### src/sgdmf_pkg.sv
// Shared types, constants and a helper function for the SGD matrix factorization update block.
// Used by the controller, the datapath and the top level.
package sgdmf_pkg;

	// Default sizes, handed to the top-level parameters.
	localparam int DEF_NUM_USERS    = 1024;
	localparam int DEF_NUM_ITEMS    = 1024;
	localparam int DEF_MAX_FEATURES = 32;

	// Field widths.
	localparam int OP_W   = 3;
	localparam int ROW_W  = 10;
	localparam int FIDX_W = 5;
	localparam int VAL_W  = 16;
	localparam int CNT_W  = 6;
	localparam int CFG_W  = 16;
	localparam int CIDX_W = 2;

	// Internal arithmetic widths.
	localparam int ACC_W  = 40;
	localparam int PF_W   = 49;
	localparam int EO_W   = 32;
	localparam int SUM_W  = 54;
	localparam int STEP_W = 22;

	// Operation codes.
	localparam logic [OP_W-1:0] OP_WR_USER = 3'd0;
	localparam logic [OP_W-1:0] OP_WR_ITEM = 3'd1;
	localparam logic [OP_W-1:0] OP_TRAIN   = 3'd2;
	localparam logic [OP_W-1:0] OP_RD_USER = 3'd3;
	localparam logic [OP_W-1:0] OP_RD_ITEM = 3'd4;

	// Configuration register indexes.
	localparam logic [CIDX_W-1:0] REG_LR    = 2'd0;
	localparam logic [CIDX_W-1:0] REG_REG   = 2'd1;
	localparam logic [CIDX_W-1:0] REG_FCNT  = 2'd2;

	// Configuration reset values.
	localparam logic [CFG_W-1:0] LR_RESET   = 16'd655;
	localparam logic [CFG_W-1:0] REG_RESET  = 16'd3277;
	localparam logic [CNT_W-1:0] FCNT_RESET = 6'd32;

	// What the result beat carries.
	localparam logic [1:0] KIND_NONE   = 2'd0;
	localparam logic [1:0] KIND_READ_U = 2'd1;
	localparam logic [1:0] KIND_READ_I = 2'd2;
	localparam logic [1:0] KIND_TRAIN  = 2'd3;

	// Commands from the controller to the datapath.
	typedef struct packed {
		logic             load;
		logic             wr_user;
		logic             wr_item;
		logic             rd_issue;
		logic             dot_issue;
		logic             upd_issue;
		logic             calc_err;
		logic             finish;
		logic [1:0]       kind;
		logic [CNT_W-1:0] k;
	} cmd_t;

	// Status from the datapath to the controller.
	typedef struct packed {
		logic             u_ok;
		logic             i_ok;
		logic             f_ok;
		logic [CNT_W-1:0] n;
	} sts_t;

	// Saturate a signed value to the 16-bit range.
	function automatic logic signed [VAL_W-1:0] sat16(input logic signed [ACC_W-1:0] x);
		logic signed [VAL_W-1:0] r;
		if (x > 40'sd32767) begin
			r = 16'sh7FFF;
		end else if (x < -40'sd32768) begin
			r = 16'sh8000;
		end else begin
			r = x[VAL_W-1:0];
		end
		return r;
	endfunction

endpackage

### src/sgdmf_ctrl.sv
// Controller state machine for the SGD matrix factorization update block.
// Depends on sgdmf_pkg; drives the datapath through cmd_t and watches sts_t.
module sgdmf_ctrl (
	input  logic                        clk,
	input  logic                        arst_n,
	input  logic                        start,
	input  logic [sgdmf_pkg::OP_W-1:0]  operation,
	input  sgdmf_pkg::sts_t             sts,
	output sgdmf_pkg::cmd_t             cmd,
	output logic                        busy,
	output logic                        done
);
	import sgdmf_pkg::*;

	localparam logic [3:0] S_IDLE = 4'd0;
	localparam logic [3:0] S_WR   = 4'd1;
	localparam logic [3:0] S_RD   = 4'd2;
	localparam logic [3:0] S_RDW  = 4'd3;
	localparam logic [3:0] S_DOT  = 4'd4;
	localparam logic [3:0] S_DW   = 4'd5;
	localparam logic [3:0] S_ERR  = 4'd6;
	localparam logic [3:0] S_UPD  = 4'd7;
	localparam logic [3:0] S_UDR  = 4'd8;

	logic [3:0]       state_q, state_d;
	logic [OP_W-1:0]  op_q, op_d;
	logic [CNT_W-1:0] k_q, k_d;
	logic [CNT_W-1:0] n_q, n_d;
	logic [1:0]       dcnt_q, dcnt_d;
	logic             done_d;

	// Next-state and command decode.
	always_comb begin
		state_d = state_q;
		op_d    = op_q;
		k_d     = k_q;
		n_d     = n_q;
		dcnt_d  = dcnt_q;
		done_d  = 1'b0;
		cmd     = '0;
		cmd.k   = k_q;
		case (state_q)
			S_IDLE: begin
				if (start) begin
					cmd.load = 1'b1;
					op_d     = operation;
					k_d      = '0;
					n_d      = sts.n;
					case (operation)
						OP_WR_USER: begin
							if (sts.u_ok && sts.f_ok) state_d = S_WR;
							else begin
								cmd.finish = 1'b1;
								done_d     = 1'b1;
							end
						end
						OP_WR_ITEM: begin
							if (sts.i_ok && sts.f_ok) state_d = S_WR;
							else begin
								cmd.finish = 1'b1;
								done_d     = 1'b1;
							end
						end
						OP_RD_USER: begin
							if (sts.u_ok && sts.f_ok) state_d = S_RD;
							else begin
								cmd.finish = 1'b1;
								done_d     = 1'b1;
							end
						end
						OP_RD_ITEM: begin
							if (sts.i_ok && sts.f_ok) state_d = S_RD;
							else begin
								cmd.finish = 1'b1;
								done_d     = 1'b1;
							end
						end
						OP_TRAIN: begin
							if (sts.u_ok && sts.i_ok) state_d = S_DOT;
							else begin
								cmd.finish = 1'b1;
								done_d     = 1'b1;
							end
						end
						default: begin
							cmd.finish = 1'b1;
							done_d     = 1'b1;
						end
					endcase
				end
			end
			S_WR: begin
				cmd.wr_user = (op_q == OP_WR_USER);
				cmd.wr_item = (op_q == OP_WR_ITEM);
				cmd.finish  = 1'b1;
				done_d      = 1'b1;
				state_d     = S_IDLE;
			end
			S_RD: begin
				cmd.rd_issue = 1'b1;
				state_d      = S_RDW;
			end
			S_RDW: begin
				cmd.finish = 1'b1;
				cmd.kind   = (op_q == OP_RD_USER) ? KIND_READ_U : KIND_READ_I;
				done_d     = 1'b1;
				state_d    = S_IDLE;
			end
			S_DOT: begin
				if (k_q < n_q) begin
					cmd.dot_issue = 1'b1;
					k_d           = k_q + 1'b1;
				end else begin
					state_d = S_DW;
				end
			end
			S_DW: begin
				state_d = S_ERR;
			end
			S_ERR: begin
				cmd.calc_err = 1'b1;
				k_d          = '0;
				state_d      = S_UPD;
			end
			S_UPD: begin
				if (k_q < n_q) begin
					cmd.upd_issue = 1'b1;
					k_d           = k_q + 1'b1;
				end else begin
					dcnt_d  = 2'd2;
					state_d = S_UDR;
				end
			end
			S_UDR: begin
				if (dcnt_q == 2'd0) begin
					cmd.finish = 1'b1;
					cmd.kind   = KIND_TRAIN;
					done_d     = 1'b1;
					state_d    = S_IDLE;
				end else begin
					dcnt_d = dcnt_q - 1'b1;
				end
			end
			default: begin
				state_d = S_IDLE;
			end
		endcase
	end

	// Control registers.
	always_ff @(posedge clk or negedge arst_n) begin
		if (!arst_n) begin
			state_q <= S_IDLE;
			done    <= 1'b0;
			op_q    <= '0;
			k_q     <= '0;
			n_q     <= '0;
			dcnt_q  <= '0;
		end else begin
			state_q <= state_d;
			done    <= done_d;
			op_q    <= op_d;
			k_q     <= k_d;
			n_q     <= n_d;
			dcnt_q  <= dcnt_d;
		end
	end

	assign busy = (state_q != S_IDLE);

endmodule

### config.mk
export PLATFORM = sky130hd
export DESIGN_NAME = sgdmf_ctrl
export DESIGN_NICKNAME = d
export VERILOG_FILES = /design/src/sgdmf_pkg.sv /design/src/sgdmf_ctrl.sv
export SDC_FILE = /design/constraint.sdc
export NUM_CORES = 1
export LEC_CHECK = 0
export BUFFER_PORTS_ARGS = -buffer_cell sky130_fd_sc_hd__buf_2
export CAP_MARGIN = 10
export CORE_AREA = 2 2 46 79
export DETAILED_ROUTE_END_ITERATION = 10
export DIE_AREA = 0 0 48 81
export MAX_ROUTING_LAYER = met4
export PLACE_DENSITY_LB_ADDON = 0.1
export RECOVER_POWER = 100
export REMOVE_ABC_BUFFERS = 1
export SLEW_MARGIN = 10
export SYNTH_ARGS = -nofsm -noshare
export SYNTH_HDL_FRONTEND = slang
export SYNTH_SLANG_ARGS = --single-unit
### constraint.sdc
create_clock -name clk -period 2.3 [get_ports clk]
set_input_delay 0.115 -clock clk [delete_from_list [all_inputs] [get_ports clk]]
set_output_delay 0.115 -clock clk [all_outputs]
set_load 0.01 [all_outputs]
==> results of run 1 <==
-- per-stage QoR --
| stage | instances | setup WS (ps) |
|---|---|---|
| detailed placement | 244 | 187 |
| global route | 250 | 4.56 |
| global placement | 244 | 253 |
| floorplan | 162 | 137 |
| CTS | 249 | 15.2 |
| finish | 250 | 114 |
-- synthesized netlist by cell type (2+ instances only) --
cell / instances
nand2_1: 20
nand3_1: 8
a31o_2: 2
inv_1: 15
nor2_1: 12
o21ai_1: 2
a21oi_1: 12
or3_1: 4
ha_1: 7
clkbuf_1: 5
nand2b_1: 2
nor3_1: 6
mux2_2: 3
dfrtp_1: 22
or4_1: 3
buf_2: 2
o21ai_0: 13
o21a_1: 2
nor2b_1: 4
o31ai_1: 4
and3_1: 3
-- worst max-delay path: stages (launching register included) --
cell and delay, ps:
dfrtp_1 380, ha_1 320, a211o_1 310, a21oi_2 180, o21ai_2 110, buf_4 190, nor3_4 150, buf_2 160
-- flip-flops by register name, indices dropped and copies added, names as in the netlist --
| register | flops |
|---|---|
| op_q | 3 |
| done | 1 |
| k_q | 6 |
| state_q | 4 |
| n_q | 6 |
| dcnt_q | 2 |
-- cell families after synthesis --
logic type	synth area share, %
compound gates	20.6
fa+ha+maj	6.25
buf+inv	6.87
flops	39.3
mux	3.12
simple gates	23.8
-- routing by layer --
metal | share of wire (%) | vias up | track usage [%] | wire length, um
li1 | - | 679 | - | -
met2 | 56 | 36 | 36.9 | 1940
met5 | 0 | - | - | 0
met3 | 2.8 | 10 | 2.22 | 98
met1 | 38 | 634 | 21.1 | 1320
met4 | 3.5 | 0 | 11.6 | 123
-- how the worst min path moves through the flow --
stage | endpoint | cells past startpoint | slack, ps
final | n_q[2]$_DFFE_PN0P_ | 3 | 40
after global routing | n_q[0]$_DFFE_PN0P_ | 3 | 50
after CTS | n_q[0]$_DFFE_PN0P_ | 3 | 40
after detailed placement | k_q[2]$_DFFE_PN0P_ | 1 | 110
after global placement | k_q[2]$_DFFE_PN0P_ | 1 | 110
after floorplan | dcnt_q[0]$_DFFE_PN0P_ | 0 | -180
-- final cells by class --
type                            count  area (um^2)  area share [%]
Multi-Input combinational cell    124          779            45.8
Sequential cell                    22          551            32.4
Timing Repair Buffer               39          184            10.8
Inverter                           16         60.1            3.53
Tap cell                           45         56.3            3.31
Clock buffer                        3         41.3            2.43
Clock inverter                      1         30.0            1.76
-- timing repair --
| item | CTS | global route |
|---|---|---|
| hold buffers | 1 | 0 |
| buffers inserted | 0 | 1 |
| resized for setup | 1 | 4 |
| setup endpoints to repair | 1 | 2 |
| pin swaps | 0 | 1 |
| hold endpoints to repair | 22 | 0 |
-- power groups by stage --
stage | Sequential, W | Combinational (W) | Clock (W)
3_3_place_gp | 0.000394 | 0.0000347 | 0
5_1_grt | 0.000386 | 0.0000417 | 0.000390
6_report | 0.000386 | 0.0000363 | 0.000360
3_5_place_dp | 0.000394 | 0.0000360 | 0
4_1_cts | 0.000386 | 0.0000373 | 0.000369
2_1_floorplan | 0.000394 | 0.00000937 | 0
-- placed cells by master (no fill, tap or decap), drive strengths merged, types with 4 or more instances in the layout --
| cell type | synthesis | layout |
|---|---|---|
| nand2 | 20 | 20 |
| nand3 | 8 | 8 |
| o21ai | 15 | 15 |
| inv | 16 | 16 |
| a21oi | 12 | 12 |
| dfrtp | 22 | 22 |
| clkbuf | 5 | 22 |
| or3 | 4 | 4 |
| buf | 3 | 19 |
| nor3 | 6 | 6 |
| nor2b | 4 | 4 |
| o31ai | 4 | 4 |
| nor2 | 12 | 12 |
| ha | 7 | 7 |
==> reports/qor.yml, run 1 <==
global_routing:
  grt_pass1_vias: 1316
  grt_remaining_overflow: 0
  track_usage_pct: 21.0
  grt_pass1_wl_um: 5710
  grt_max_degree: 23
  antenna_found_initial: 0
floorplanning:
  initial_core_util_pct: 42.1
  rows: 28
  fp.dieH_um: 81
  fp.dieArea_mm2: 0.00389
  fp.dieW_um: 48
  pin_count: 33
  core_mm2: 0.00333
worst_setup_path:
  startpoint: "k_q[3]$_DFFE_PN0P_"
  path_max_fanout: 9
  cp-endpoint: "cmd[10]"
  r2r_end: "state_q[0]$_DFFE_PN0P_"
  cp.required_ps: 2180
  crit_type: "reg2out"
  end_kind: "output pin"
  rr_worst_depth: 7
  startpoint_type: "register"
  ff2ff_setup_slack_ps: 220
  cp_data_arrival_time_ps: 2070
  rr_startpoint: "k_q[3]$_DFFE_PN0P_"
hold_path:
  min-delay-start: "sts[2]"
  hold_path.class: "in2reg"
sta:
  final-max-slew-violation-count: 0
  finalCritPeriodShare_pct: 95.1
  setup_viol: 0
  relSlewSlack_pct: 22.2
  rsz0062_at_grt: "false"
  period_minus_slack_ps: 2190
  tightestPinTransition_ps: 1170
  finalClockSkew_ps: 2.41
  hold-worst-slack_ps: 44.2
  max_freq_mhz: 457
  hold_viol_final: 0
  setup-tns-final_ps: 0
detailed_routing:
  ant_nets: 0
  drtPass1Iterations: 4
  dr_total_vias: 1359
  drt_iter0_drc: 9
  routed_via_density: 5.44
  drcViolationCount: 0
  finalWirelength_um: 3480
  wl_per_cell_um: 13.9
pwr:
  power_w: 0.000783
  p_sw_w: 0.000149
  cell_internal_pwr_w: 0.000634
  leakage_nw: 0.809
  powerDensity_mw_per_mm2: 460
  combinationalPowerShare_pct: 4.6
  pwr-share-seq_pct: 49.4
  ir_worst_vdd_mv: 0.366
  clockPowerShare_pct: 46.0
  netSwitchingFraction_pct: 19.0
final_layout:
  drive_gt1_share_pct: 17.6
  area.growth.synth_to_final_pct: 21.4
  fin_util_pct: 51.1
  fin_nets: 228
  diodes: 0
  final_area_mm2: 0.00170
  fill_cells: 341
yosys:
  async_flop_share_pct: 100
  synth_area_mm2: 0.00140
  yosysTopAreaCellShare_pct: 39.3
  synth_top_cell_by_area: "dfrtp_1"
  synth_area_leaders: "dfrtp_1, ha_1, nand2_1"
  synth_cell_types: 40
  syn_inst: 170
  synth_edf_count: 0
  yosysWarningCount: 0
  seq_area_frac_synth_pct: 39.3
  ys.flop_type: "dfrtp_1"
  synth.avg_cell_area_um2: 8.24
  ys_seq_elements: 22
status:
  status: "completed"
run:
  maxCapViolations: 0
placement:
  dpl.hpwl_um: 2790
  numPortBuffers: 32
  placed_area_mm2: 0.00162
  gp_congestion: 0.852
cts:
  clockRootBuffer: "clkbuf_8"
  htree_levels: 1
  cts_made_buffers: 3
  clock_latency_ps: 260
  clk_pin_slew_ps: 80
  clockBufferDepth: 2
  cts_sinks: 22
  cts_tree: "done"
Power figures use the tool's default switching activity.
==> run 2, diff against run 1 <==
==> constraint.sdc (replaced) <==
create_clock -name clk -period 2.3 [get_ports clk]
set_input_delay 0.46 -clock clk [delete_from_list [all_inputs] [get_ports clk]]
set_output_delay 0.46 -clock clk [all_outputs]
set_load 0.01 [all_outputs]
==> run 2 against run 1 <==
  * The flow now finishes with violations (negative setup slack)
  * First-iteration DRC count increased to 2.8 times the previous value
  * Total power increased by 0.99%
  * Global-route usage about the same
  * Cell count increased by 2.4%
  * Utilization increased by 2.4 points
  * Sequential cell count unchanged
  * Die area unchanged
  * Sequential power about the same
  * Critical endpoint unchanged
==> reports/qor.yml, run 2 (same netlist as run 1, synthesis figures left out) <==
floorplanning:
  fp.dieW_um: 48  # unchanged
  fp.dieH_um: 81  # unchanged
  fp.dieArea_mm2: 0.00389  # unchanged
  core_mm2: 0.00333  # unchanged
  pin_count: 33  # unchanged
  rows: 28  # unchanged
  initial_core_util_pct: 42.1  # unchanged
sta:
  max_freq_mhz: 428  # was 457 MHz
  finalCritPeriodShare_pct: 102  # was 95.1%
  hold-worst-slack_ps: 385  # was 44.2 ps
  rsz0062_at_grt: "true"  # was false
  final-max-slew-violation-count: 0  # unchanged
  hold_viol_final: 0  # unchanged
  setup_viol: 4  # was 0
  fin_ws_ps: -36.9  # was 114 ps
  period_minus_slack_ps: 2340  # was 2190 ps
  tightestPinTransition_ps: 1230  # was 1170 ps
  relSlewSlack_pct: 17.9  # was 22.2%
  finalClockSkew_ps: 3.48  # was 2.41 ps
detailed_routing:
  finalWirelength_um: 3590  # was 3480 um
  drtPass1Iterations: 4  # unchanged
  drt_iter0_drc: 25  # was 9
  drcViolationCount: 0  # unchanged
  wl_per_cell_um: 14.0  # was 13.9 um
  routed_via_density: 5.47  # was 5.44
  dr_total_vias: 1400  # was 1359
  ant_nets: 0  # unchanged
cts:
  clockRootBuffer: "clkbuf_8"  # unchanged
  cts_tree: "done"  # unchanged
  htree_levels: 1  # unchanged
  cts_sinks: 22  # unchanged
  clock_latency_ps: 270  # was 260 ps
  clk_pin_slew_ps: 80  # about the same
  clockBufferDepth: 2  # unchanged
  cts_made_buffers: 3  # unchanged
  cts_hold_buffers: 0  # was 1
global_routing:
  track_usage_pct: 21.0  # about the same
  antenna_found_initial: 0  # unchanged
  grt_remaining_overflow: 0  # unchanged
  grt_max_degree: 23  # unchanged
  grt_pass1_vias: 1349  # was 1316
  grt_pass1_wl_um: 5640  # was 5710 um
final_layout:
  final_common_cell: "buf_2"  # was dfrtp_1
  fill_cells: 340  # was 341
  reg_top3: "k_q x6, n_q x6, state_q x4"  # unchanged
  final_cells: 256  # was 250
  regArea_um2: 551  # unchanged
  diodes: 0  # unchanged
  final_area_mm2: 0.00178  # was 0.00170 mm^2
  area.growth.synth_to_final_pct: 27.1  # was 21.4%
  drive_gt1_share_pct: 27.0  # was 17.6%
  fin_nets: 234  # was 228
  multi_input_area_um2: 793  # was 779 um^2
  mostFrequentLayoutCells: "buf_2, dfrtp_1, nand2_1"  # was dfrtp_1, nand2_1, buf_2
placement:
  placed_area_mm2: 0.00164  # was 0.00162 mm^2
  gp_congestion: 0.856  # was 0.852
  numPortBuffers: 32  # unchanged
  dpl.hpwl_um: 2850  # was 2790 um
  dp_cells: 247  # was 244
worst_setup_path:
  cp_data_arrival_time_ps: 1880  # was 2070 ps
  path_max_fanout: 3  # was 9
  max_stage_delay_ps: 390  # was 380 ps
  crit_slowest_cell: "dfrtp_1"  # unchanged
  cp.required_ps: 1840  # was 2180 ps
  end_kind: "output pin"  # unchanged
  r2r_end: "k_q[5]$_DFFE_PN0P_"  # was state_q[0]$_DFFE_PN0P_
  crit_chain: "ha_1 -> a211o_1 -> a21oi_2 -> o21ai_4 -> nor3_2 -> buf_2"  # was ha_1 -> a211o_1 -> a21oi_2 -> o21ai_2 -> buf_4 -> nor3_4 -> buf_2
  startpoint_type: "register"  # unchanged
  crit_type: "reg2out"  # unchanged
  cp-endpoint: "cmd[10]"  # unchanged
  rr_startpoint: "k_q[3]$_DFFE_PN0P_"  # unchanged
  rr_worst_depth: 8  # was 7
  ff2ff_setup_slack_ps: -30  # was 220 ps
  startpoint: "k_q[3]$_DFFE_PN0P_"  # unchanged
run:
  maxCapViolations: 0  # unchanged
status:
  status: "finished with violations"  # was completed
  violations: "negative setup slack"
pwr:
  power_w: 0.000790  # was 0.000783 W
  leakage_nw: 0.892  # was 0.809 nW
  powerDensity_mw_per_mm2: 444  # was 460 mW/mm^2
  ir_worst_vdd_mv: 0.353  # was 0.366 mV
hold_path:
  hold_path.class: "in2reg"  # unchanged
run 2: cell types whose count changed in the layout (fill, tap and decap cells not counted), sizes merged:
| cell | change |
|---|---|
| buf | +20 |
| clkbuf | -13 |
| dlygate4sd3 | -1 |
run 2: critical path: cells and delay by family, from the launching register on:
family,cells,cell delay [ps]
and+or+nand+nor,1,150
AOI/OAI and AO/OA,3,600
DFF,1,390
adders and majority gates,1,310
buffers and inverters,1,160
run 2: power by group:
part / internal, W / switching (W)
Sequential: 0.000386 / 0
Combinational: 0.0000138 / 0.0000217
Clock: 0.000233 / 0.000136
Total: 0.000633 / 0.000158
run 2: timing repair:
| item | in CTS | in global routing |
|---|---|---|
| endpoints found under the hold margin | 0 | 0 |
| pin swaps | 3 | 3 |
| setup buffers | 3 | 2 |
| endpoints found under the setup margin | 4 | 6 |
| gates resized for setup | 4 | 4 |
run 2: area by class of cell:
cell class	count	area share [%]
clock buffers	3	2.32
clock inverters	1	1.69
inverters	16	3.37
multi-input cells	124	44.5
flip-flops and latches	22	30.9
well taps	45	3.16
repair buffers	45	14.0
run 2: per-layer routing:
layer  wire (um)  track usage (%)  part of all wire [%]  vias to the layer above
met3          97             2.22                   2.7                       10
met4         109             10.5                   3.0                        0
met5           0                -                     0                        -
met1        1360             19.8                    38                      661
met2        2020             38.7                    56                       38
li1            -                -                     -                      691
run 2: worst min-delay path by stage:
stage	slack (ps)	startpoint	cells past startpoint	endpoint
floorplan	160	arst_n	0	dcnt_q[0]$_DFFE_PN0P_
global placement	460	arst_n	1	k_q[0]$_DFFE_PN0P_
detailed placement	460	arst_n	1	k_q[5]$_DFFE_PN0P_
CTS	170	arst_n	1	k_q[5]$_DFFE_PN0P_
global route	380	sts[0]	3	n_q[0]$_DFFE_PN0P_
finish	390	sts[0]	3	n_q[0]$_DFFE_PN0P_
run 2: metrics by stage:
step           TNS [ps]  setup slack, ps  util [%]
2_1_floorplan         0             14.9         -
3_3_place_gp          0             82.7      49.3
3_5_place_dp          0             5.44      49.3
4_1_cts            -164            -75.0      52.7
5_1_grt            -546             -135      53.5
6_report           -110            -36.9      53.5
